**config.mk**
```make
export PLATFORM = sky130hd
export DESIGN_NAME = npcm_dist
export DESIGN_NICKNAME = d
export VERILOG_FILES = /design/src/rtl/core/nearest_palette_color_matcher_macros.svh /design/src/rtl/core/npcm_pkg.sv /design/src/rtl/core/npcm_dist.sv
export SDC_FILE = /design/constraint.sdc
export NUM_CORES = 1
export LEC_CHECK = 0
export ABC_AREA = 1
export ABC_CLOCK_PERIOD_IN_PS = 6000
export BUFFER_PORTS_ARGS = -buffer_cell sky130_fd_sc_hd__buf_4
export CORE_MARGIN = 4
export CORE_UTILIZATION = 24
export CTS_BUF_LIST = sky130_fd_sc_hd__clkbuf_16
export DETAILED_ROUTE_END_ITERATION = 6
export GPL_ROUTABILITY_DRIVEN = 0
export GPL_TIMING_DRIVEN = 0
export SYNTH_ARGS = -nofsm -noshare
export SYNTH_HDL_FRONTEND = slang
export SYNTH_SLANG_ARGS = --single-unit
```
**constraint.sdc**
```tcl
create_clock -name clk -period 6 [get_ports clk]
set_clock_uncertainty 0.15 [all_clocks]
set_input_delay 0.3 -clock clk [delete_from_list [all_inputs] [get_ports clk]]
set_output_delay 0.3 -clock clk [all_outputs]
set_load 0.02 [all_outputs]
```
**src/rtl/core/nearest_palette_color_matcher_macros.svh**
```systemverilog
// assertion macros for the nearest palette colour matcher
// used by the top level only; expects clk and rst_n in scope
`ifndef NEAREST_PALETTE_COLOR_MATCHER_MACROS_SVH
`define NEAREST_PALETTE_COLOR_MATCHER_MACROS_SVH

// same-cycle implication
`define NPCM_ASSERT_NOW(label, ante, cons, msg) \
  label: assert property (@(posedge clk) disable iff (!rst_n) (ante) |-> (cons)) \
    else $error(msg);

// next-cycle implication
`define NPCM_ASSERT_NEXT(label, ante, cons, msg) \
  label: assert property (@(posedge clk) disable iff (!rst_n) (ante) |=> (cons)) \
    else $error(msg);

`endif

```
**src/rtl/core/npcm_pkg.sv**
```systemverilog
// shared types and constants for the nearest palette colour matcher
// no dependencies
`timescale 1ns / 1ps

package npcm_pkg;

  localparam int COLOR_W = 24;
  localparam int CHAN_W  = 8;
  localparam int INDEX_W = 8;
  localparam int SIZE_W  = 9;
  localparam int SQ_W    = 16;
  localparam int DIST_W  = 20;

  localparam logic [1:0] OP_LOAD  = 2'd0;
  localparam logic [1:0] OP_EXACT = 2'd1;
  localparam logic [1:0] OP_PIXEL = 2'd2;

  localparam logic [CHAN_W-1:0] QUANT_MASK = 8'hF8;
  localparam logic [CHAN_W-1:0] QUANT_FILL = 8'h07;

  localparam logic [SIZE_W-1:0] SIZE_RESET = 9'd256;

  typedef enum logic [1:0] {
    ST_IDLE,
    ST_SCAN,
    ST_DRAIN,
    ST_FINISH
  } state_t;

  // travels alongside each palette entry through the distance pipeline
  typedef struct packed {
    logic               valid;
    logic               last;
    logic [INDEX_W-1:0] idx;
  } tag_t;

  function automatic logic [CHAN_W-1:0] quantize(input logic [CHAN_W-1:0] c);
    quantize = (c & QUANT_MASK) | QUANT_FILL;
  endfunction

endpackage

```
**src/rtl/core/npcm_dist.sv**
```systemverilog
// pipelined weighted squared distance unit, one palette entry per cycle
// depends on npcm_pkg; tag enters with the ram read request
`timescale 1ns / 1ps

module npcm_dist (
  input  logic                         clk,
  input  logic                         rst_n,
  input  logic [npcm_pkg::COLOR_W-1:0] query,
  input  logic [npcm_pkg::COLOR_W-1:0] entry,
  input  npcm_pkg::tag_t               tag_in,
  output logic [npcm_pkg::DIST_W-1:0]  entry_dist,
  output npcm_pkg::tag_t               tag_out
);

  import npcm_pkg::*;

  tag_t              tag1_r, tag2_r, tag3_r, tag4_r;
  logic [CHAN_W-1:0] dr_r, dg_r, db_r;
  logic [CHAN_W-1:0] dr_nxt, dg_nxt, db_nxt;
  logic [SQ_W-1:0]   sr_r, sg_r, sb_r;
  logic [DIST_W-1:0] sum_r, sum_nxt;

  function automatic logic [CHAN_W-1:0] abs_diff(input logic [CHAN_W-1:0] a,
                                                 input logic [CHAN_W-1:0] b);
    abs_diff = (a > b) ? (a - b) : (b - a);
  endfunction

  always_comb begin
    dr_nxt = abs_diff(query[23:16], entry[23:16]);
    dg_nxt = abs_diff(query[15:8],  entry[15:8]);
    db_nxt = abs_diff(query[7:0],   entry[7:0]);
    // 3r + 4g + 2b done with shifts
    sum_nxt = DIST_W'({sr_r, 1'b0}) + DIST_W'(sr_r)
            + DIST_W'({sg_r, 2'b00})
            + DIST_W'({sb_r, 1'b0});
  end

  always_ff @(posedge clk) begin
    if (!rst_n) begin
      tag1_r <= '0;
      tag2_r <= '0;
      tag3_r <= '0;
      tag4_r <= '0;
    end else begin
      tag1_r <= tag_in;
      tag2_r <= tag1_r;
      tag3_r <= tag2_r;
      tag4_r <= tag3_r;
    end
  end

  always_ff @(posedge clk) begin
    dr_r  <= dr_nxt;
    dg_r  <= dg_nxt;
    db_r  <= db_nxt;
    sr_r  <= SQ_W'(dr_r) * SQ_W'(dr_r);
    sg_r  <= SQ_W'(dg_r) * SQ_W'(dg_r);
    sb_r  <= SQ_W'(db_r) * SQ_W'(db_r);
    sum_r <= sum_nxt;
  end

  assign entry_dist = sum_r;
  assign tag_out    = tag4_r;

endmodule

```
# Word-level counts from Yosys, hierarchy flattened
# Cells that the tools add are included.
classes:
  n_addsub: 9
  n_mul: 3
  n_div: 0
  magnitude_cmp: 3
  n_eq_ne: 0
  n_shift: 0
  mux: 3
  bitwise_logic: 0
  n_reduce_logical: 0
op_table:
  columns: ["cell", "n"]
  rows:
  - ["multiplier 8 x 8 -> 16 bit", 3]
  - ["subtractor 8 bit", 6]
  - ["> comparator 8 bit", 3]
  - ["2-to-1 mux 8 bit", 3]
  - ["adder 19 x 17 -> 20 bit", 1]
  - ["adder 18 x 18 -> 19 bit", 1]
  - ["adder 17 x 16 -> 18 bit", 1]
word_totals:
  regBits: 132
  latchBits: 0
  mem_bits_rw: 0
  rom_bits: 0
  input_bits: 60
  out_inout_bits: 30
  word_cells: 37
  n_memories: 0

# Depth between registers and ports, before layout
# Gate-level depths: netlist of the first run.
logic_depth:
  depth_word: 3
  ltp_mapped: 22
  mapped_depth_nobuf: 21

# Worst setup path after synthesis of the first run
# OpenSTA, ideal clock, no wires.
synth_path:
  path_kind: "register to register"
  startpoint: "register db_r[2]"
  endpoint: "register sb_r[12]"
  setup_time_ns: 0.113
  t_arrival_ns: 3.680
  required_ns: 5.737
  setup_slack_ns: 2.057
  path_stages_with_launch: 17
  path_buffers: 1
  period_less_slack_ns: 3.943
  cell_sequence: "dfxtp_1 > clkbuf_1 > nand2_1 > fa_1 > inv_1 > fa_1 > fa_1 > inv_1 > fa_1 > inv_1 > ha_1 > a21oi_1 > nor2_1 > nor2_1 > nand3_1 > nand2_1 > nand2_1"
synth_between:
  elab_chain_cells: 1
synth_lines:
  columns: ["item", "line_no", "text"]
  rows:
  - ["start: declaration", "npcm_dist.sv:18", "logic [CHAN_W-1:0] dr_r, dg_r, db_r;"]
  - ["start signal: assignment", "npcm_dist.sv:55", "db_r <= db_nxt;"]
  - ["multiplier 8 x 8 -> 16 bit", "npcm_dist.sv:58", "sb_r <= SQ_W'(db_r) * SQ_W'(db_r);"]
  - ["end signal: assignment", "npcm_dist.sv:58", null]
  - ["end: declaration", "npcm_dist.sv:20", "logic [SQ_W-1:0] sr_r, sg_r, sb_r;"]
# Every way passes these cells.
# A chain may end at the register's enable or synchronous reset.

# Final worst setup path of the first run
# Ends and elaborated chain as after synthesis.

==> results of run 1 <==
-- cells by family after synthesis --
| family | share of synthesized area [%] |
|---|---|
| fa+ha+maj | 32.8 |
| xor+xnor | 4.49 |
| compound gates | 3.96 |
| simple gates | 22.7 |
| mux | 0.0814 |
| buf+inv | 14.9 |
| flops | 21.0 |
-- flip-flops by register name (all words and copies together) (netlist names) --
signal      count
sb_r           15
tag2_r         10
entry_dist     20
db_r            8
sr_r           15
sg_r           15
tag_out        10
tag1_r         10
dg_r            8
dr_r            8
tag3_r         10
-- how the worst max path moves through the flow --
stage | endpoint | slack (ns) | cells past startpoint
6_report | sb_r[12]$_DFF_P_ | 1.70 | 16
3_5_place_dp | sb_r[12]$_DFF_P_ | 1.70 | 16
3_3_place_gp | sb_r[14]$_DFF_P_ | 1.71 | 16
5_1_grt | sb_r[13]$_DFF_P_ | 1.28 | 19
4_1_cts | sb_r[12]$_DFF_P_ | 1.68 | 16
2_1_floorplan | sb_r[12]$_DFF_P_ | 2.06 | 16
-- area by class of cell --
| cell class | count | area [um2] | share of cell area [%] |
|---|---|---|---|
| well taps | 672 | 841 | 5.82 |
| inverters | 436 | 1640 | 11.3 |
| multi-input cells | 1099 | 7880 | 54.6 |
| plain buffers | 40 | 201 | 1.40 |
| clock buffers | 17 | 425 | 2.95 |
| repair buffers | 98 | 761 | 5.27 |
| flip-flops and latches | 129 | 2580 | 17.9 |
| clock inverters | 15 | 109 | 0.754 |
-- cells in the final DEF, fill, tap and decap left out, drive strengths merged --
cell type	Yosys	layout
ha	153	153
clkbuf	26	43
dfxtp	129	129
dlygate4sd3	0	10
nand3	84	84
o21ai	23	23
xnor2	21	21
inv	436	442
o21bai	6	6
clkinv	0	6
clkinvlp	0	3
nand3b	3	3
nand2	499	499
xor2	42	42
a21oi	57	57
a21o	1	1
or2	4	4
mux2i	1	1
nor2	72	72
nor3	5	5
buf	14	102
nand4	22	22
fa	106	106
-- through the flow --
stage	util [%]	setup slack (ns)
global placement	27.4	1.71
CTS	28.7	1.68
finish	28.7	1.70
global route	28.7	1.28
floorplan	-	2.06
detailed placement	27.4	1.70
-- worst max-delay path, cell delays in order, from the launching register on --
cell and delay [ns]:
dfxtp_1 0.30, clkbuf_1 0.33, nand2_1 0.14, fa_1 0.54, inv_1 0.07, fa_1 0.50
fa_1 0.54, inv_1 0.05, fa_1 0.52, inv_1 0.04, ha_1 0.35, a21oi_1 0.22
nor2_1 0.06, nor2_1 0.13, nand3_1 0.10, nand2_1 0.07, nand2_1 0.07
-- routing by layer --
layer | GRT usage (%) | routed length, um | vias up
li1 | - | - | 5268
met1 | 12.4 | 12100 | 4438
met2 | 16.1 | 11600 | 141
met3 | 1.77 | 776 | 23
met4 | 2.57 | 316 | 0
met5 | 0 | 0 | -
==> flow_summary.yaml, run 1 <==
min_path:
  worstHoldEndpoint: "dg_r[0]$_DFF_P_"
  hp-class: "in -> reg"
  worst_hold_startpoint: "entry[8]"
  whs_path_depth: 3
sta:
  rsz0062_at_grt: "false"
  max_freq_ghz: 0.233
  setup_viol: 0
  post-route-period-util_pct: 71.7
  holdWs_ns: 0.0623
  relSlewSlack_pct: 67.2
  hold_violations: 0
  fin_crit_ns: 4.30
  slew_viol_final: 0
  tightest_slew_ns: 0.492
  fin_setup_tns_ns: 0
worst_setup_path:
  cp-start-kind: "register"
  rrSetupSlack_ns: 1.70
  required_ns: 6.15
  crit_start: "db_r[2]$_DFF_P_"
  worstSetupPathType: "reg -> reg"
  r2r-end: "sb_r[12]$_DFF_P_"
  r2r_cells: 16
  end_kind: "register"
  cp.arrival_ns: 4.45
  r2r-start: "db_r[2]$_DFF_P_"
  cp_max_fo: 8
synthesis:
  synth_fp_nets: 2023
  yosysSeqAreaShare_pct: 21.0
  synth_edf_count: 0
  ys_seq_elements: 129
  ys_top_cells_by_area: "dfxtp_1, fa_1, ha_1"
  synth.avg_cell_area_um2: 7.22
  ys_types: 28
  yosysWarnings: 0
  syn_area_um2: 12300
  synth_top_cell_area_share_pct: 21.0
  synthArstFlopShare_pct: 0
  synthCells: 1704
  synthTopCellsByCount: "nand2_1, inv_1, ha_1, dfxtp_1, fa_1"
  yosysMostFrequentCell: "nand2_1"
  synth_top_flop_cell: "dfxtp_1"
  yosysTopAreaCell: "dfxtp_1"
route:
  vias: 9870
  avgViaCountPerCell: 3.94
  wl_per_cell_um: 9.91
  drc: 0
  drt-total-wl_um: 24800
  ant_nets: 0
  first_iter_violations: 542
  dr.pass1.iters: 5
cells_and_area:
  antennaDiodeCount: 0
  nNetsFinal: 2140
  fin_cells: 2506
  design_area_um2: 14400
  area_growth_pct: 17.4
  layout-drive-gt1-share_pct: 8.23
  nFillCells: 5423
clock_tree:
  cts_resized: 0
  htreeDepth: 4
  cts_buffer_depth: 2
  cts_buffers: 17
  root_buffer: "clkbuf_16"
  cts_tree: "yes"
  clock_latency_ns: 0.43
  clk_pin_slew_worst_paths_ns: 0.06
  cts_sinks: 129
  cts_setup_buffers: 0
  cts_hold_buf: 10
grt:
  grt_max_degree: 17
  grt_usage_pct: 9.47
  grt_overflow: 0
  grt_pass1_vias: 9878
  grt_pass1_wl_um: 43600
  antenna_found_initial: 0
die:
  initial_core_util_pct: 24.4
  die_w_um: 234
  coreArea_um2: 50400
  die_h_um: 234
  rows: 82
  num_io_pins: 90
  fp.dieArea_um2: 54900
placement:
  dp.cells: 2464
  hpwl_um: 21100
  placed_area_um2: 13800
  numPortBuffers: 88
status:
  status: "finished clean"
run:
  maxCapViolations: 0
Power of run 1 is left out: the tool's default activity adds up to more than one toggle a clock period on the data nets, which glitch-free logic cannot reach.
==> run 2: changes to the inputs <==
--- a/config.mk
+++ b/config.mk
@@ -6,7 +6,7 @@
 export NUM_CORES = 1
 export LEC_CHECK = 0
 export ABC_AREA = 1
-export ABC_CLOCK_PERIOD_IN_PS = 6000
+export ABC_CLOCK_PERIOD_IN_PS = 4050
 export BUFFER_PORTS_ARGS = -buffer_cell sky130_fd_sc_hd__buf_4
 export CORE_MARGIN = 4
 export CORE_UTILIZATION = 24
==> constraint.sdc (replaced) <==
create_clock -name clk -period 4.05 [get_ports clk]
set_clock_uncertainty 0.15 [all_clocks]
set_input_delay 0.2025 -clock clk [delete_from_list [all_inputs] [get_ports clk]]
set_output_delay 0.2025 -clock clk [all_outputs]
set_load 0.02 [all_outputs]
==> run 2 against run 1 <==
Core utilization up 0.51 points. First-iteration DRC count down 9.4%. Via count up 1.1%. Flip-flop and latch count unchanged. Critical path depth up 1. Critical path type unchanged. Highest routed layer unchanged.
==> flow_summary.yaml, run 2 (same netlist as run 1, synthesis figures left out) <==
worst_setup_path:
  cp_max_fo: 5
  worstSetupPathType: "reg -> reg"
  required_ns: 4.21
  end_kind: "register"
  r2r_cells: 17
  cp-start-kind: "register"
  cp.arrival_ns: 4.03
placement:
  numPortBuffers: 88
  placement.setup.worst_slack_ns: -0.254
  hpwl_um: 21100
cells_and_area:
  nFillCells: 5397
  layout-drive-gt1-share_pct: 11.1
  area_growth_pct: 19.5
  antennaDiodeCount: 0
  layout_common_cells: "nand2_1, inv_1, ha_1"
  nNetsFinal: 2140
  largest_reg_flops: 20
  layout_commonest_cell: "nand2_1"
route:
  drc: 0
  dr.pass1.iters: 7
  avgViaCountPerCell: 3.98
  first_iter_violations: 491
  wl_per_cell_um: 10.1
  ant_nets: 0
  vias: 9980
  drt-total-wl_um: 25200
grt:
  grt_pass1_vias: 9893
  antenna_found_initial: 0
  grt_pass1_wl_um: 43700
  grt_usage_pct: 9.49
  grt_max_degree: 17
  grt_overflow: 0
clock_tree:
  root_buffer: "clkbuf_16"
  htreeDepth: 4
  cts_sinks: 129
  clk_pin_slew_worst_paths_ns: 0.07
  cts_buffer_depth: 2
  cts_buffers: 17
  cts_tree: "yes"
  clock_latency_ns: 0.43
sta:
  relSlewSlack_pct: 70.5
  setup_ws_ns: 0.182
  setup_viol: 0
  slew_viol_final: 0
  hold_violations: 0
  post-route-period-util_pct: 95.5
  tightest_slew_ns: 0.443
  max_freq_ghz: 0.259
  fin_crit_ns: 3.87
min_path:
  hp-class: "in -> reg"
  whs_path_depth: 3
die:
  fp.dieArea_um2: 54900
  die_h_um: 234
  rows: 82
  num_io_pins: 90
  coreArea_um2: 50400
  die_w_um: 234
  initial_core_util_pct: 24.4
run:
  maxCapViolations: 0
status:
  status: "finished clean"
-- run 2: cell types whose count changed in the layout (fill, tap and decap cells not counted), sizes merged --
cell and change:
dlygate4sd3 +7, buf +10, clkbuf -17
-- run 2: metal layers --
layer / global-route usage [%] / share of wire (%) / vias up
met5: 0 / 0 / -
met4: 2.51 / 1.3 / 0
met3: 1.76 / 3.1 / 27
met2: 16.2 / 47 / 162
met1: 12.3 / 48 / 4517
li1: - / - / 5274
-- run 2: through the flow --
step / hold slack, ns / util (%) / setup TNS, ns / cells / instance area (um2)
finish: 0.0149 / 29.2 / 0 / 2506 / 14700
global route: 0.0452 / 29.2 / -0.0453 / 2506 / 14700
CTS: 0.00262 / 28.8 / 0 / 2503 / 14500
detailed placement: 0.203 / 27.4 / -3.18 / 2464 / 13800
global placement: 0.190 / 27.4 / -2.16 / 2464 / 13800
floorplan: 0.146 / - / 0 / 1704 / 12300
-- run 2: worst paths after layout --
path,start,to,slack (ns)
max,db_r[7]$_DFF_P_,sb_r[14]$_DFF_P_,0.18
min reg2reg,sr_r[0]$_DFF_P_,entry_dist[0]$_DFF_P_,0.25
min,rst_n,tag2_r[6]$_SDFF_PN0_,0.01
max reg2reg,db_r[7]$_DFF_P_,sb_r[14]$_DFF_P_,0.18
-- run 2: layout make-up --
type                       instances  area, um2  share of cell area (%)
sequential                       129       2620                    17.9
tap                              672        841                    5.72
buffer                            26        180                    1.23
clock inverter                    15        109                   0.741
clock buffer                      17        425                    2.89
multi-input combinational       1099       8000                    54.4
inverter                         436       1640                    11.1
timing repair buffer             112        883                    6.01
-- run 2: worst max-delay path: stages, from the launching register on --
cell     delay [ns]
dfxtp_1        0.32
buf_6          0.12
nand2_1        0.07
fa_1           0.53
inv_1          0.06
fa_1           0.48
fa_1           0.54
inv_1          0.05
fa_1           0.52
inv_1          0.06
ha_4           0.31
nand2_2        0.09
inv_1          0.06
nand2_1        0.05
nand2_1        0.09
nand2_1        0.09
nand4_1        0.10
nand2_1        0.07
-- run 2: what timing repair did --
item | 4_1_cts | 5_1_grt
gates resized for setup | 15 | 56
endpoints found under the hold margin | 30 | 0
pin swaps | 0 | 7
buffers inserted | 0 | 7
hold buffers | 17 | 0
endpoints found under the setup margin | 21 | 24
Power of run 2 is left out for the same reason.
