**config.mk**
```make
export PLATFORM = sky130hd
export DESIGN_NAME = npcm_seq
export DESIGN_NICKNAME = d
export VERILOG_FILES = /design/src/rtl/core/nearest_palette_color_matcher_macros.svh /design/src/rtl/core/npcm_pkg.sv /design/src/rtl/core/npcm_seq.sv
export SDC_FILE = /design/constraint.sdc
export NUM_CORES = 1
export LEC_CHECK = 0
export BUFFER_PORTS_ARGS = -buffer_cell sky130_fd_sc_hd__clkbuf_2
export CORE_MARGIN = 2
export CORE_UTILIZATION = 45
export CTS_CLUSTER_DIAMETER = 50
export CTS_CLUSTER_SIZE = 24
export DETAILED_ROUTE_END_ITERATION = 12
export PLACE_DENSITY_LB_ADDON = 0.1
export SYNTH_ARGS = -nofsm -noshare
export SYNTH_HDL_FRONTEND = slang
export SYNTH_SLANG_ARGS = --single-unit
```
**constraint.sdc**
```tcl
create_clock -name clk -period 3.6 [get_ports clk]
set_input_delay 0.54 -clock clk [delete_from_list [all_inputs] [get_ports clk]]
set_output_delay 0.54 -clock clk [all_outputs]
set_load 0.01 [all_outputs]
```
**src/rtl/core/nearest_palette_color_matcher_macros.svh**
```systemverilog
// assertion macros for the nearest palette colour matcher
// used by the top level only; expects clk and rst_n in scope
`ifndef NEAREST_PALETTE_COLOR_MATCHER_MACROS_SVH
`define NEAREST_PALETTE_COLOR_MATCHER_MACROS_SVH

// same-cycle implication
`define NPCM_ASSERT_NOW(label, ante, cons, msg) \
  label: assert property (@(posedge clk) disable iff (!rst_n) (ante) |-> (cons)) \
    else $error(msg);

// next-cycle implication
`define NPCM_ASSERT_NEXT(label, ante, cons, msg) \
  label: assert property (@(posedge clk) disable iff (!rst_n) (ante) |=> (cons)) \
    else $error(msg);

`endif

```
**src/rtl/core/npcm_pkg.sv**
```systemverilog
// shared types and constants for the nearest palette colour matcher
// no dependencies
`timescale 1ns / 1ps

package npcm_pkg;

  localparam int COLOR_W = 24;
  localparam int CHAN_W  = 8;
  localparam int INDEX_W = 8;
  localparam int SIZE_W  = 9;
  localparam int SQ_W    = 16;
  localparam int DIST_W  = 20;

  localparam logic [1:0] OP_LOAD  = 2'd0;
  localparam logic [1:0] OP_EXACT = 2'd1;
  localparam logic [1:0] OP_PIXEL = 2'd2;

  localparam logic [CHAN_W-1:0] QUANT_MASK = 8'hF8;
  localparam logic [CHAN_W-1:0] QUANT_FILL = 8'h07;

  localparam logic [SIZE_W-1:0] SIZE_RESET = 9'd256;

  typedef enum logic [1:0] {
    ST_IDLE,
    ST_SCAN,
    ST_DRAIN,
    ST_FINISH
  } state_t;

  // travels alongside each palette entry through the distance pipeline
  typedef struct packed {
    logic               valid;
    logic               last;
    logic [INDEX_W-1:0] idx;
  } tag_t;

  function automatic logic [CHAN_W-1:0] quantize(input logic [CHAN_W-1:0] c);
    quantize = (c & QUANT_MASK) | QUANT_FILL;
  endfunction

endpackage

```
**src/rtl/core/npcm_seq.sv**
```systemverilog
// scan sequencer: walks the palette, keeps the running minimum, holds the result
// depends on npcm_pkg; drives the ram read port and npcm_dist tags
`timescale 1ns / 1ps

module npcm_seq #(
  parameter int PALETTE_ENTRIES = 256
) (
  input  logic                                 clk,
  input  logic                                 rst_n,
  input  logic                                 start,
  input  logic [npcm_pkg::SIZE_W-1:0]          size,
  output logic                                 idle,
  output logic                                 rd_en,
  output logic [$clog2(PALETTE_ENTRIES)-1:0]   rd_addr,
  output npcm_pkg::tag_t                       tag_issue,
  input  logic [npcm_pkg::DIST_W-1:0]          entry_dist,
  input  npcm_pkg::tag_t                       tag_done,
  output logic                                 out_valid,
  input  logic                                 out_ready,
  output logic [npcm_pkg::INDEX_W-1:0]         out_index
);

  import npcm_pkg::*;

  localparam int AW = $clog2(PALETTE_ENTRIES);
  localparam logic [SIZE_W-1:0] MAX_SIZE = SIZE_W'(PALETTE_ENTRIES);

  state_t             state_r, state_nxt;
  logic [AW-1:0]      cnt_r, cnt_nxt;
  logic [SIZE_W-1:0]  n_r, n_nxt;
  logic [INDEX_W-1:0] best_idx_r, best_idx_nxt;
  logic [DIST_W-1:0]  best_d_r, best_d_nxt;
  logic               out_valid_r, out_valid_nxt;
  logic [INDEX_W-1:0] out_idx_r, out_idx_nxt;
  logic [SIZE_W-1:0]  n_eff;
  logic               at_last;
  logic               out_free;

  assign n_eff    = (size > MAX_SIZE) ? MAX_SIZE : size;
  assign at_last  = (SIZE_W'(cnt_r) == n_r - SIZE_W'(1));
  assign out_free = !out_valid_r || out_ready;

  // next state
  always_comb begin
    state_nxt = state_r;
    case (state_r)
      ST_IDLE: begin
        if (start) begin
          state_nxt = (n_eff == '0) ? ST_FINISH : ST_SCAN;
        end
      end
      ST_SCAN: begin
        if (at_last) begin
          state_nxt = ST_DRAIN;
        end
      end
      ST_DRAIN: begin
        if (tag_done.valid && tag_done.last) begin
          state_nxt = ST_FINISH;
        end
      end
      ST_FINISH: begin
        if (out_free) begin
          state_nxt = ST_IDLE;
        end
      end
      default: state_nxt = ST_IDLE;
    endcase
  end

  // outputs and datapath
  always_comb begin
    idle          = (state_r == ST_IDLE);
    rd_en         = (state_r == ST_SCAN);
    rd_addr       = cnt_r;
    tag_issue     = '{valid: (state_r == ST_SCAN), last: at_last, idx: INDEX_W'(cnt_r)};
    cnt_nxt       = cnt_r;
    n_nxt         = n_r;
    best_idx_nxt  = best_idx_r;
    best_d_nxt    = best_d_r;
    out_idx_nxt   = out_idx_r;
    out_valid_nxt = out_valid_r && !out_ready;

    case (state_r)
      ST_IDLE: begin
        if (start) begin
          cnt_nxt      = '0;
          n_nxt        = n_eff;
          best_idx_nxt = '0;
        end
      end
      ST_SCAN: begin
        cnt_nxt = cnt_r + AW'(1);
      end
      ST_FINISH: begin
        if (out_free) begin
          out_valid_nxt = 1'b1;
          out_idx_nxt   = best_idx_r;
        end
      end
      default: ;
    endcase

    // first entry always taken, later ones only when strictly nearer
    if (tag_done.valid && ((tag_done.idx == '0) || (entry_dist < best_d_r))) begin
      best_idx_nxt = tag_done.idx;
      best_d_nxt   = entry_dist;
    end
  end

  always_ff @(posedge clk) begin
    if (!rst_n) begin
      state_r     <= ST_IDLE;
      out_valid_r <= 1'b0;
      cnt_r       <= '0;
    end else begin
      state_r     <= state_nxt;
      out_valid_r <= out_valid_nxt;
      cnt_r       <= cnt_nxt;
    end
  end

  always_ff @(posedge clk) begin
    n_r        <= n_nxt;
    best_idx_r <= best_idx_nxt;
    best_d_r   <= best_d_nxt;
    out_idx_r  <= out_idx_nxt;
  end

  assign out_valid = out_valid_r;
  assign out_index = out_idx_r;

endmodule

```
# Word level (Yosys, flattened, before mapping)

Index checks and enable logic that the tools add are counted.
W data, S select, Z words.

Register bits after elaboration: 56
Input bits: 43
Output and inout bits: 29
Logic and storage cells: 50

$add $sub $neg: 2
Order comparisons: 2
Eq/ne operators: 8
Mux-type cells: 13
Reduce and logical (&&, ||, !) cells: 18

Operator list:

| cell                  | number |
|---|---|
| $mux W8               | 3 |
| $lt A20 B20 Y1        | 1 |
| $pmux W8 S2           | 1 |
| $mux W2               | 5 |
| $eq A8 B9 Y1          | 1 |
| $gt A9 B9 Y1 const B  | 1 |
| $logic_not A9 Y1      | 1 |
| $mux W9               | 1 |
| $sub A9 B1 Y9 const B | 1 |
| $add A8 B1 Y8 const B | 1 |
| $logic_not A8 Y1      | 1 |
| $pmux W2 S4           | 1 |
| $reduce_and A2 Y1     | 4 |
| $ne A2 B2 Y1 const B  | 3 |
| $reduce_bool A2 Y1    | 3 |
| $eq A2 B2 Y1 const B  | 2 |
| $reduce_and A4 Y1     | 1 |
| $logic_and A1 B1 Y1   | 3 |
| $eq A2 B1 Y1 const B  | 1 |
| $logic_not A1 Y1      | 2 |
| $logic_not A2 Y1      | 1 |
| $logic_or A1 B1 Y1    | 2 |
| $mux W1               | 2 |
| $ne A2 B1 Y1 const B  | 1 |

# Depth between registers and ports, before layout

Gate-level depths: netlist of run 1.

Depth in word-level cells: 6
Gate-level depth with buffers: 9
Gate-level depth less buffers: 9

# Least setup slack after synthesis of run 1

OpenSTA, ideal clock, no wires.

Kind: input -> register
Start: input entry_dist[5] in the netlist's numbering
End: register best_d_r[0], enable pin
Library setup time: 0.378 ns
Arrival: 2.296 ns
Required time: 3.222 ns
Slack: 0.926 ns
Stages: 8
Buffers on the path: 0
Cells stage by stage: ha_1 -> a21o_1 -> a21o_1 -> a21oi_1 -> o2111a_1 -> o31ai_1 -> a21oi_2 -> a31o_1

Longest elaborated chain between the ends: 3

RTL lines:

| what                 | line            | text |
|---|---|---|
| from (decl)          | npcm_seq.sv:16  | `input logic [npcm_pkg::DIST_W-1:0] entry_dist,` |
| $lt A20 B20 Y1       | npcm_seq.sv:105 | `if (tag_done.valid && ((tag_done.idx == '0) \|\| (entry_dist < best_d_r))) begin` |
| $logic_or A1 B1 Y1   | npcm_seq.sv:105 |  |
| $logic_and A1 B1 Y1  | npcm_seq.sv:105 |  |
| to (signal assigned) | npcm_seq.sv:126 | `best_d_r <= best_d_nxt;` |
| to (decl)            | npcm_seq.sv:32  | `logic [DIST_W-1:0] best_d_r, best_d_nxt;` |

No other way between the ends.
A chain may end at the register's enable or synchronous reset.

==> results.yml, run 1 <==
min_path:
  min_path_type: "in2reg"
  min_to: "best_d_r[5]"
  whs_path_depth: 1
  hp-start: "entry_dist[5]"
sta:
  rsz0062_at_grt: "false"
  skew_ps: 6.615
  timing.final.crit_share: 0.7382
  hold_violations: 0
  setup_slack_ps: 942.5
  relSlewSlack: 0.5690
  tns_ps: 0
  finalCriticalPeriod_ps: 2657
  fmax_ghz: 0.3763
  worst_pin_slew_ps: 645.2
  final_max_slew_viol_count: 0
  finalSetupViolCount: 0
logic_synthesis:
  synth.distinct_cells: 43
  synth.cell_area_mm2: 0.002965
  synth-seq-area-share: 0.5300
  ys.flop_type: "edfxtp_1"
  ys.warnings.count: 0
  syn_area_per_cell_um2: 11.41
  synth_nets: 328
  synth-edff-count: 45
  synth-seq-cells: 56
  synthArstFlopShare: 0
  syn_inst: 260
cts:
  post_cts_resized: 0
  tritoncts: "yes"
  cts_made_buffers: 5
  cts-htree-levels: 2
  hold_buffers: 0
  cts_setup_buffers: 0
  worstSkewPairLatency_ps: 310
  cts_root_buf: "clkbuf_8"
  cts_sinks: 56
  clk_pin_slew_ps: 100
  clk_path_buf_depth: 2
detailed_routing:
  ant_nets: 0
  drtIter0Drc: 62
  viasPerCell: 5.099
  drc_errors: 0
  drt-total-wl_um: 4973
  dr.pass1.iters: 4
  wl_per_cell_um: 12.31
  vias: 2060
critical_path:
  r2r-start: "best_d_r[5]"
  worstReg2RegEnd: "best_idx_r[1]"
  rrSetupSlack_ps: 1140
  reg2reg_depth: 9
  cp.required_ps: 3060
  cp-end-kind: "primary output"
  path_class: "reg2out"
  start_kind: "register"
  path_max_fanout: 7
  arrival_ps: 2120
placement:
  port_buffers: 71
  globalplace.congestion: 0.7298
  dpl.hpwl_um: 3893
  dp_slack_ps: 850.1
  dpl.cell_count: 396
cells_and_area:
  layout.cells.non_filler: 404
  diodes: 0
  final_cell_mix: "clkbuf_2 (71), edfxtp_1 (45), inv_1 (27)"
  fillCellCount: 548
  drive_gt1_frac: 0.2569
  synthToLayoutAreaGrowth_pct: 16.29
  multiInputGateArea_mm2: 0.001205
  fin_nets: 394
  final_common_cell: "clkbuf_2"
  seq_area_mm2: 0.001572
die:
  coreArea_mm2: 0.006350
  fp.dieW_um: 85.18
  die_area_mm2: 0.007255
  die_h_um: 85.18
  rows: 29
  start_util: 0.4670
  io_pins: 72
grt:
  grt_first_pass_wirelength_um: 8280
  grt_use_total: 0.1439
  grt_pass1_vias: 1814
  gr-total-overflow: 0
  antenna_found_initial: 0
  grt_max_degree: 21
job:
  cap_violations: 0
power_and_ir_drop:
  clock_power_share: 0.256
  p_sw_frac: 0.2862
  p_int_w: 0.001148
  p_per_area_mw_per_mm2: 466.4
  seqPwrFrac: 0.521
  p_leak_nw: 1.520
  p_sw_w: 0.0004602
  combinationalPowerShare: 0.223
  irDropWorstVdd_mv: 0.2889
status:
  status: "complete, no violations"
-- worst max-delay path, stage by stage, from the launching register on --
cell      delay [ps]
edfxtp_1         410
inv_1             60
ha_1             260
nor3b_1          170
a221oi_1         270
a21oi_1           80
nor3_2           210
nand3_2          150
inv_1             80
clkbuf_2         120
-- per-layer routing --
layer | up-vias | GRT usage | share of wire
met5 | - | 0 | 0
met4 | 0 | 0.05195 | 0.013
met3 | 6 | 0.03307 | 0.049
met2 | 56 | 0.2287 | 0.47
met1 | 941 | 0.1936 | 0.47
li1 | 1057 | - | -
-- cell type report --
| type | count | share of cell area |
|---|---|---|
| clock buffers | 6 | 0.02104 |
| clock inverters | 2 | 0.01125 |
| inverters | 27 | 0.02939 |
| multi-input cells | 164 | 0.3494 |
| flip-flops and latches | 56 | 0.4557 |
| well taps | 77 | 0.02794 |
| repair buffers | 72 | 0.1052 |
-- flip-flops by register name (all words and copies together), names as in the netlist --
| name | flops |
|---|---|
| best_d_r | 20 |
| out_index | 8 |
| n_r | 9 |
| state_r | 2 |
| out_valid | 1 |
| rd_addr | 8 |
| best_idx_r | 8 |
-- cells in the mapped netlist (all sizes together), types with 2 or more instances --
master | instances | area, um2
nand4 | 7 | 43.79
nand2 | 14 | 52.55
nand3b | 3 | 22.52
buf | 11 | 80.07
a311o | 2 | 20.02
nor4 | 4 | 40.04
a21oi | 16 | 87.59
dfxtp | 11 | 220.2
nor3 | 3 | 20.02
o21a | 3 | 22.52
and2 | 9 | 56.30
o21ai | 11 | 55.05
mux2i | 4 | 40.04
nand3 | 3 | 20.02
or3 | 2 | 12.51
xor2 | 7 | 61.31
a22oi | 2 | 15.01
nor2b | 16 | 100.1
nor2 | 8 | 30.03
clkbuf | 2 | 7.510
xnor2 | 3 | 26.28
edfxtp | 45 | 1351
nand2b | 6 | 37.54
ha | 25 | 312.8
a21o | 4 | 30.03
inv | 27 | 101.4
-- stage by stage --
step	hold WS (ps)	total power [W]	util	instance area, um2
after floorplan	400.3	0.001105	-	2965
after global placement	405.8	0.001208	0.5255	3337
after detailed placement	404.5	0.001215	0.5255	3337
after CTS	411.9	0.001627	0.5431	3448
after global routing	405.5	0.001704	0.5431	3448
final	420.5	0.001608	0.5431	3448
-- worst max path at each step --
| stage | end | start | slack [ps] | cells after the start |
|---|---|---|---|---|
| 5_1_grt | tag_issue[8] | n_r[0] | 770 | 9 |
| 3_3_place_gp | best_idx_r[5] | entry_dist[5] | 850 | 9 |
| 6_report | tag_issue[8] | n_r[0] | 940 | 9 |
| 2_1_floorplan | best_d_r[0] | entry_dist[5] | 930 | 8 |
| 4_1_cts | tag_issue[8] | n_r[0] | 910 | 9 |
| 3_5_place_dp | best_d_r[1] | entry_dist[5] | 850 | 10 |
-- kinds of logic (layout without fill, tap and decap cells) --
kind of cell	count (synthesis)	after routing	share of synthesized area
adder cells (fa/ha/maj)	25	25	0.1055
multiplexers	4	4	0.01350
XOR/XNOR	10	10	0.02954
AND/OR/NAND/NOR	78	78	0.1544
flip-flops	56	56	0.5300
AO/OA/AOI/OAI	47	47	0.1034
buffers and inverters	40	107	0.06371
-- power groups by stage --
stage	sequential (W)	clock [W]	combinational [W]
6_report	0.000838	0.000412	0.000359
5_1_grt	0.000847	0.000448	0.000409
4_1_cts	0.000839	0.000424	0.000363
3_5_place_dp	0.000854	0	0.000360
3_3_place_gp	0.000851	0	0.000357
2_1_floorplan	0.000840	0	0.000265
Note: power is estimated with default switching activity, not from simulation.
==> inputs of run 2 (changes only) <==
Settings changed: ABC_AREA set to 1.
Clock period 3.6 ns to 2.3 ns, I/O delays scaled along.
==> run 2 against run 1 <==
Largest power group unchanged. Cell count up 18%. Utilization rose by 1.6 points. Register-to-register slack lost 770 ps. Largest cell class unchanged.
==> results.yml, run 2 <==
detailed_routing:
  drc_errors: 0
  ant_nets: 0
  wl_per_cell_um: 11.24
  vias: 2271
  dr.pass1.iters: 6
  drt-total-wl_um: 5337
  viasPerCell: 4.781
  drtIter0Drc: 47
critical_path:
  path_max_fanout: 4
  start_kind: "register"
  rrSetupSlack_ps: 370
  critical_path.max_stage_delay_ps: 430
  path_class: "reg2out"
  arrival_ps: 1850
  crit_chain: "inv_2 -> ha_4 -> nand2_1 -> inv_1 -> nor2_1 -> nand2_1 -> nor2_1 -> nand3_1 -> nor2_1 -> nand2_1 -> inv_1 -> buf_2"
  cp.required_ps: 1960
  cp-end-kind: "primary output"
  worst_path_max_delay_cell: "edfxtp_1"
grt:
  grtUsageMet2: 0.2521
  grt_use_total: 0.1535
  grt.busiest_layer: "met2"
  grt_pass1_vias: 2094
  antenna_found_initial: 0
  gr-total-overflow: 0
  grt_use_met1: 0.2046
  grt_max_degree: 21
  use_met3: 0.03272
  grt_first_pass_wirelength_um: 8942
logic_synthesis:
  synthArstFlopShare: 0
  synth.cell_area_mm2: 0.003002
  syn_inst: 326
  netlist_top_cells_area: "edfxtp_1 (45%), ha_1 (10%), inv_1 (8.3%)"
  yosysTopAreaCell: "edfxtp_1"
  syn_area_per_cell_um2: 9.207
  synth.distinct_cells: 30
  synth-seq-area-share: 0.5236
  synth-edff-count: 45
  ys.flop_type: "edfxtp_1"
  synth-seq-cells: 56
  ys.warnings.count: 0
  synth_nets: 394
  yosysMostFrequentCell: "inv_1"
  netlist.area_leader.share: 0.4502
  synth_commonest_cells: "inv_1 (66), nand2_1 (52), edfxtp_1 (45)"
cells_and_area:
  largest_reg_flops: 20
  final_cell_mix: "clkbuf_2 (70), inv_1 (65), nand2_1 (52)"
  regMostFlops: "best_d_r"
  final_common_cell: "clkbuf_2"
  final_util: 0.5586
  top_regs: "best_d_r (20), n_r (9)"
  seq_area_mm2: 0.001572
  synthToLayoutAreaGrowth_pct: 18.84
  multiInputGateArea_mm2: 0.001111
  diodes: 0
  drive_gt1_frac: 0.2412
  fillCellCount: 599
  fin_nets: 465
placement:
  port_buffers: 71
  globalplace.congestion: 0.8103
  dpl.hpwl_um: 4251
  dp_slack_ps: 268.4
cts:
  hold_buffers: 0
  tritoncts: "yes"
  cts_root_buf: "clkbuf_8"
  cts_sinks: 56
  cts-htree-levels: 2
  clk_pin_slew_ps: 100
  cts_made_buffers: 5
  worstSkewPairLatency_ps: 320
  clk_path_buf_depth: 2
die:
  start_util: 0.4700
  die_h_um: 85.67
  coreArea_mm2: 0.006386
  die_area_mm2: 0.007339
  fp.dieW_um: 85.67
  io_pins: 72
  rows: 29
power_and_ir_drop:
  irDropWorstVdd_mv: 0.4588
  power.total_w: 0.002839
  p_per_area_mw_per_mm2: 795.9
  p_leak_nw: 1.760
sta:
  final_max_slew_viol_count: 0
  finalCriticalPeriod_ps: 2198
  relSlewSlack: 0.5023
  fmax_ghz: 0.4549
  setup_slack_ps: 101.9
  skew_ps: 10.42
  hold-worst-slack_ps: 218.8
  worst_pin_slew_ps: 746.5
  hold_violations: 0
  finalSetupViolCount: 0
  timing.final.crit_share: 0.9557
min_path:
  min_path_type: "in2reg"
job:
  cap_violations: 0
status:
  status: "complete, no violations"
==> run 2: path summary, 6_finish.rpt <==
check | start | endpoint | cells after the start
hold reg to reg | best_idx_r[6] | out_index[6] | 0
setup / recovery | n_r[0] | tag_issue[8] | 12
hold / removal | entry_dist[0] | best_d_r[0] | 1
setup reg to reg | best_d_r[7] | best_idx_r[3] | 11
==> run 2: cells by family after synthesis <==
group / Yosys count / share of synthesized area
and+or+nand+nor: 131 / 0.1943
buffers and inverters: 78 / 0.1105
DFF: 56 / 0.5236
AOI/OAI and AO/OA: 34 / 0.06169
adders and majority gates: 25 / 0.1042
xor gates and xnor gates: 2 / 0.005837
==> run 2: layout make-up <==
class                           instances  area share
Sequential cell                        56      0.4405
Tap cell                               77     0.02701
Timing Repair Buffer                   75      0.1115
Clock buffer                            5     0.01929
Inverter                               67     0.07085
Multi-Input combinational cell        192      0.3115
Clock inverter                          3     0.01929
==> run 2: layer usage <==
metal	up-vias	part of all wire
met3	6	0.055
met2	67	0.46
met1	994	0.48
li1	1204	-
met4	0	0.013
met5	-	0
==> run 2: per-stage QoR <==
step           cells  cell area, um2  TNS (ps)
5_1_grt          475            3567    -21.22
4_1_cts          473            3542         0
2_1_floorplan    326            3002         0
3_3_place_gp     465            3402         0
6_report         475            3567         0
3_5_place_dp     465            3402         0
==> run 2: what timing repair did <==
item                       CTS  global route
setup endpoints to repair    1             1
setup buffers                0             2
gates resized for setup      2             2
pin swaps                    0             3
==> run 2: where the power goes <==
group	internal, W	switching [W]	leakage (nW)	total [W]
logic	0.000277	0.000452	1.17	0.000728
clock network	0.000438	0.000328	0.0687	0.000767
registers	0.00127	0.0000779	0.521	0.00134
total	0.00198	0.000858	1.76	0.00284
==> run 2: worst max-delay path: cells and delay by family (launching register included) <==
kind	cells	cell delay [ps]
flops	1	430
fa+ha+maj	1	210
simple gates	7	560
buf+inv	4	330
==> inputs of run 3 (changes only) <==
Settings changed: CORE_UTILIZATION 45 to 48, PLACE_DENSITY set to 0.76, PLACE_DENSITY_LB_ADDON 0.1 to not set, SETUP_SLACK_MARGIN set to 0.3.
==> run 3 against run 2 <==
Clock skew is 0.94 ps higher. Cell area is 7.4% higher. Setup slack better by 44 ps. Critical endpoint unchanged. Via count is 4.1% higher. Highest routed layer unchanged. Sequential cell count stayed put. Sequential power hardly changed. Count of clock-buffer cells in the layout stayed put. Combinational power is 21% higher. Wire length is 17% higher.
==> results.yml, run 3 (synthesis gave the netlist of run 2 again) <==
status:
  status: "complete, no violations"
detailed_routing:
  vias: 2363
  wl_per_cell_um: 12.95
  viasPerCell: 4.892
  drc_errors: 0
  drt-total-wl_um: 6253
  ant_nets: 0
  dr.pass1.iters: 4
  drtIter0Drc: 93
critical_path:
  cp.required_ps: 1960
  worst_path_max_delay_cell: "edfxtp_1"
  critical_path.max_stage_delay_ps: 410
  crit_chain: "inv_2 -> ha_4 -> nand2_2 -> inv_2 -> nor2_2 -> nand2_1 -> nor2_1 -> nand3_1 -> nor2_1 -> nand2_1 -> inv_1 -> buf_2"
  start_kind: "register"
  r2r-start: "best_d_r[19]"
  path_class: "reg2out"
  rrSetupSlack_ps: 270
  worstReg2RegEnd: "best_d_r[12]"
  path_max_fanout: 2
  cp-end-kind: "primary output"
  reg2reg_depth: 13
  arrival_ps: 1810
cts:
  tritoncts: "yes"
  cts_sinks: 56
  clk_path_buf_depth: 2
  clk_pin_slew_ps: 110
  cts_made_buffers: 5
  cts_root_buf: "clkbuf_8"
  cts-htree-levels: 2
  worstSkewPairLatency_ps: 320
min_path:
  hp-start: "entry_dist[0]"
  min_to: "best_d_r[0]"
  whs_path_depth: 1
  min_path_type: "in2reg"
cells_and_area:
  fin_nets: 475
  synthToLayoutAreaGrowth_pct: 27.59
  regMostFlops: "best_d_r"
  largest_reg_flops: 20
  fillCellCount: 474
  drive_gt1_frac: 0.3505
  top_regs: "best_d_r (20), n_r (9)"
  final_common_cell: "clkbuf_2"
  final_cell_mix: "clkbuf_2 (70), inv_1 (59), edfxtp_1 (45)"
  seq_area_mm2: 0.001574
  final_util: 0.6393
  multiInputGateArea_mm2: 0.001289
  postLayoutCellArea_mm2: 0.003830
  diodes: 0
sta:
  relSlewSlack: 0.5383
  setup_slack_ps: 146.3
  finalSetupViolCount: 0
  fmax_ghz: 0.4643
  skew_ps: 11.36
  hold_violations: 0
  finalCriticalPeriod_ps: 2154
  rsz0062_at_grt: "true"
  worst_pin_slew_ps: 692.6
  timing.final.crit_share: 0.9364
  tns_ps: 0
  final_max_slew_viol_count: 0
grt:
  grt_max_degree: 19
  grt_pass1_vias: 2236
  grt_first_pass_wirelength_um: 10190
  gr-total-overflow: 0
  grt_use_total: 0.1818
  antenna_found_initial: 0
power_and_ir_drop:
  power.total_w: 0.002783
  p_per_area_mw_per_mm2: 726.6
  p_leak_nw: 1.822
  irDropWorstVdd_mv: 0.6021
placement:
  globalplace.congestion: 0.8277
  port_buffers: 71
  dp_slack_ps: 122.5
  dpl_cell_area_mm2: 0.003391
  dpl.hpwl_um: 4565
die:
  rows: 28
  die_area_mm2: 0.006902
  start_util: 0.5010
  die_h_um: 83.08
  fp.dieW_um: 83.08
  coreArea_mm2: 0.005991
  io_pins: 72
job:
  cap_violations: 0
## run 3: routing by layer
layer | routed length [um] | GRT usage | up-vias
met1 | 2781 | 0.2350 | 1061
met3 | 291 | 0.02584 | 9
met4 | 125 | 0.07303 | 0
met2 | 3054 | 0.3072 | 71
met5 | 0 | 0 | -
li1 | - | - | 1222
## run 3: final cells by class
type | instances | share of cell area
tap | 75 | 0.02450
timing repair buffer | 85 | 0.1372
clock inverter | 3 | 0.005880
inverter | 67 | 0.06697
multi-input combinational | 192 | 0.3365
sequential | 56 | 0.4110
clock buffer | 5 | 0.01797
## run 3: critical path, delay by kind of cell, from the launching register on
kind / cells / cell delay [ps]
fa+ha+maj: 1 / 200
buf+inv: 4 / 300
flops: 1 / 410
simple gates: 7 / 570
## run 3: stage by stage
stage | hold WS [ps] | instances
floorplan | 400.3 | 326
global placement | 404.0 | 462
detailed placement | 405.4 | 462
CTS | 204.3 | 478
global route | 205.7 | 483
finish | 214.6 | 483
## run 3: worst max path at each step
stage	startpoint	end	slack (ps)	depth (start not counted)
detailed placement	entry_dist[7]	best_d_r[1]	120	12
global route	n_r[1]	tag_issue[8]	-40	12
CTS	n_r[0]	tag_issue[8]	140	12
floorplan	entry_dist[19]	best_d_r[0]	340	10
finish	n_r[1]	tag_issue[8]	150	12
global placement	entry_dist[19]	best_d_r[0]	200	12
## run 3: repair_timing
action                     4_1_cts  5_1_grt
pin swaps                       11       18
gates cloned                     2        1
resized for setup               20       32
setup buffers                    6        4
setup endpoints to repair       29       36
hold buffers                     0        0
## run 3: power breakdown
group / internal [W] / switching [W] / total [W]
clock network: 0.000219 / 0.000331 / 0.000550
registers: 0.00127 / 0.0000806 / 0.00135
logic: 0.000367 / 0.000516 / 0.000883
total: 0.00186 / 0.000928 / 0.00278
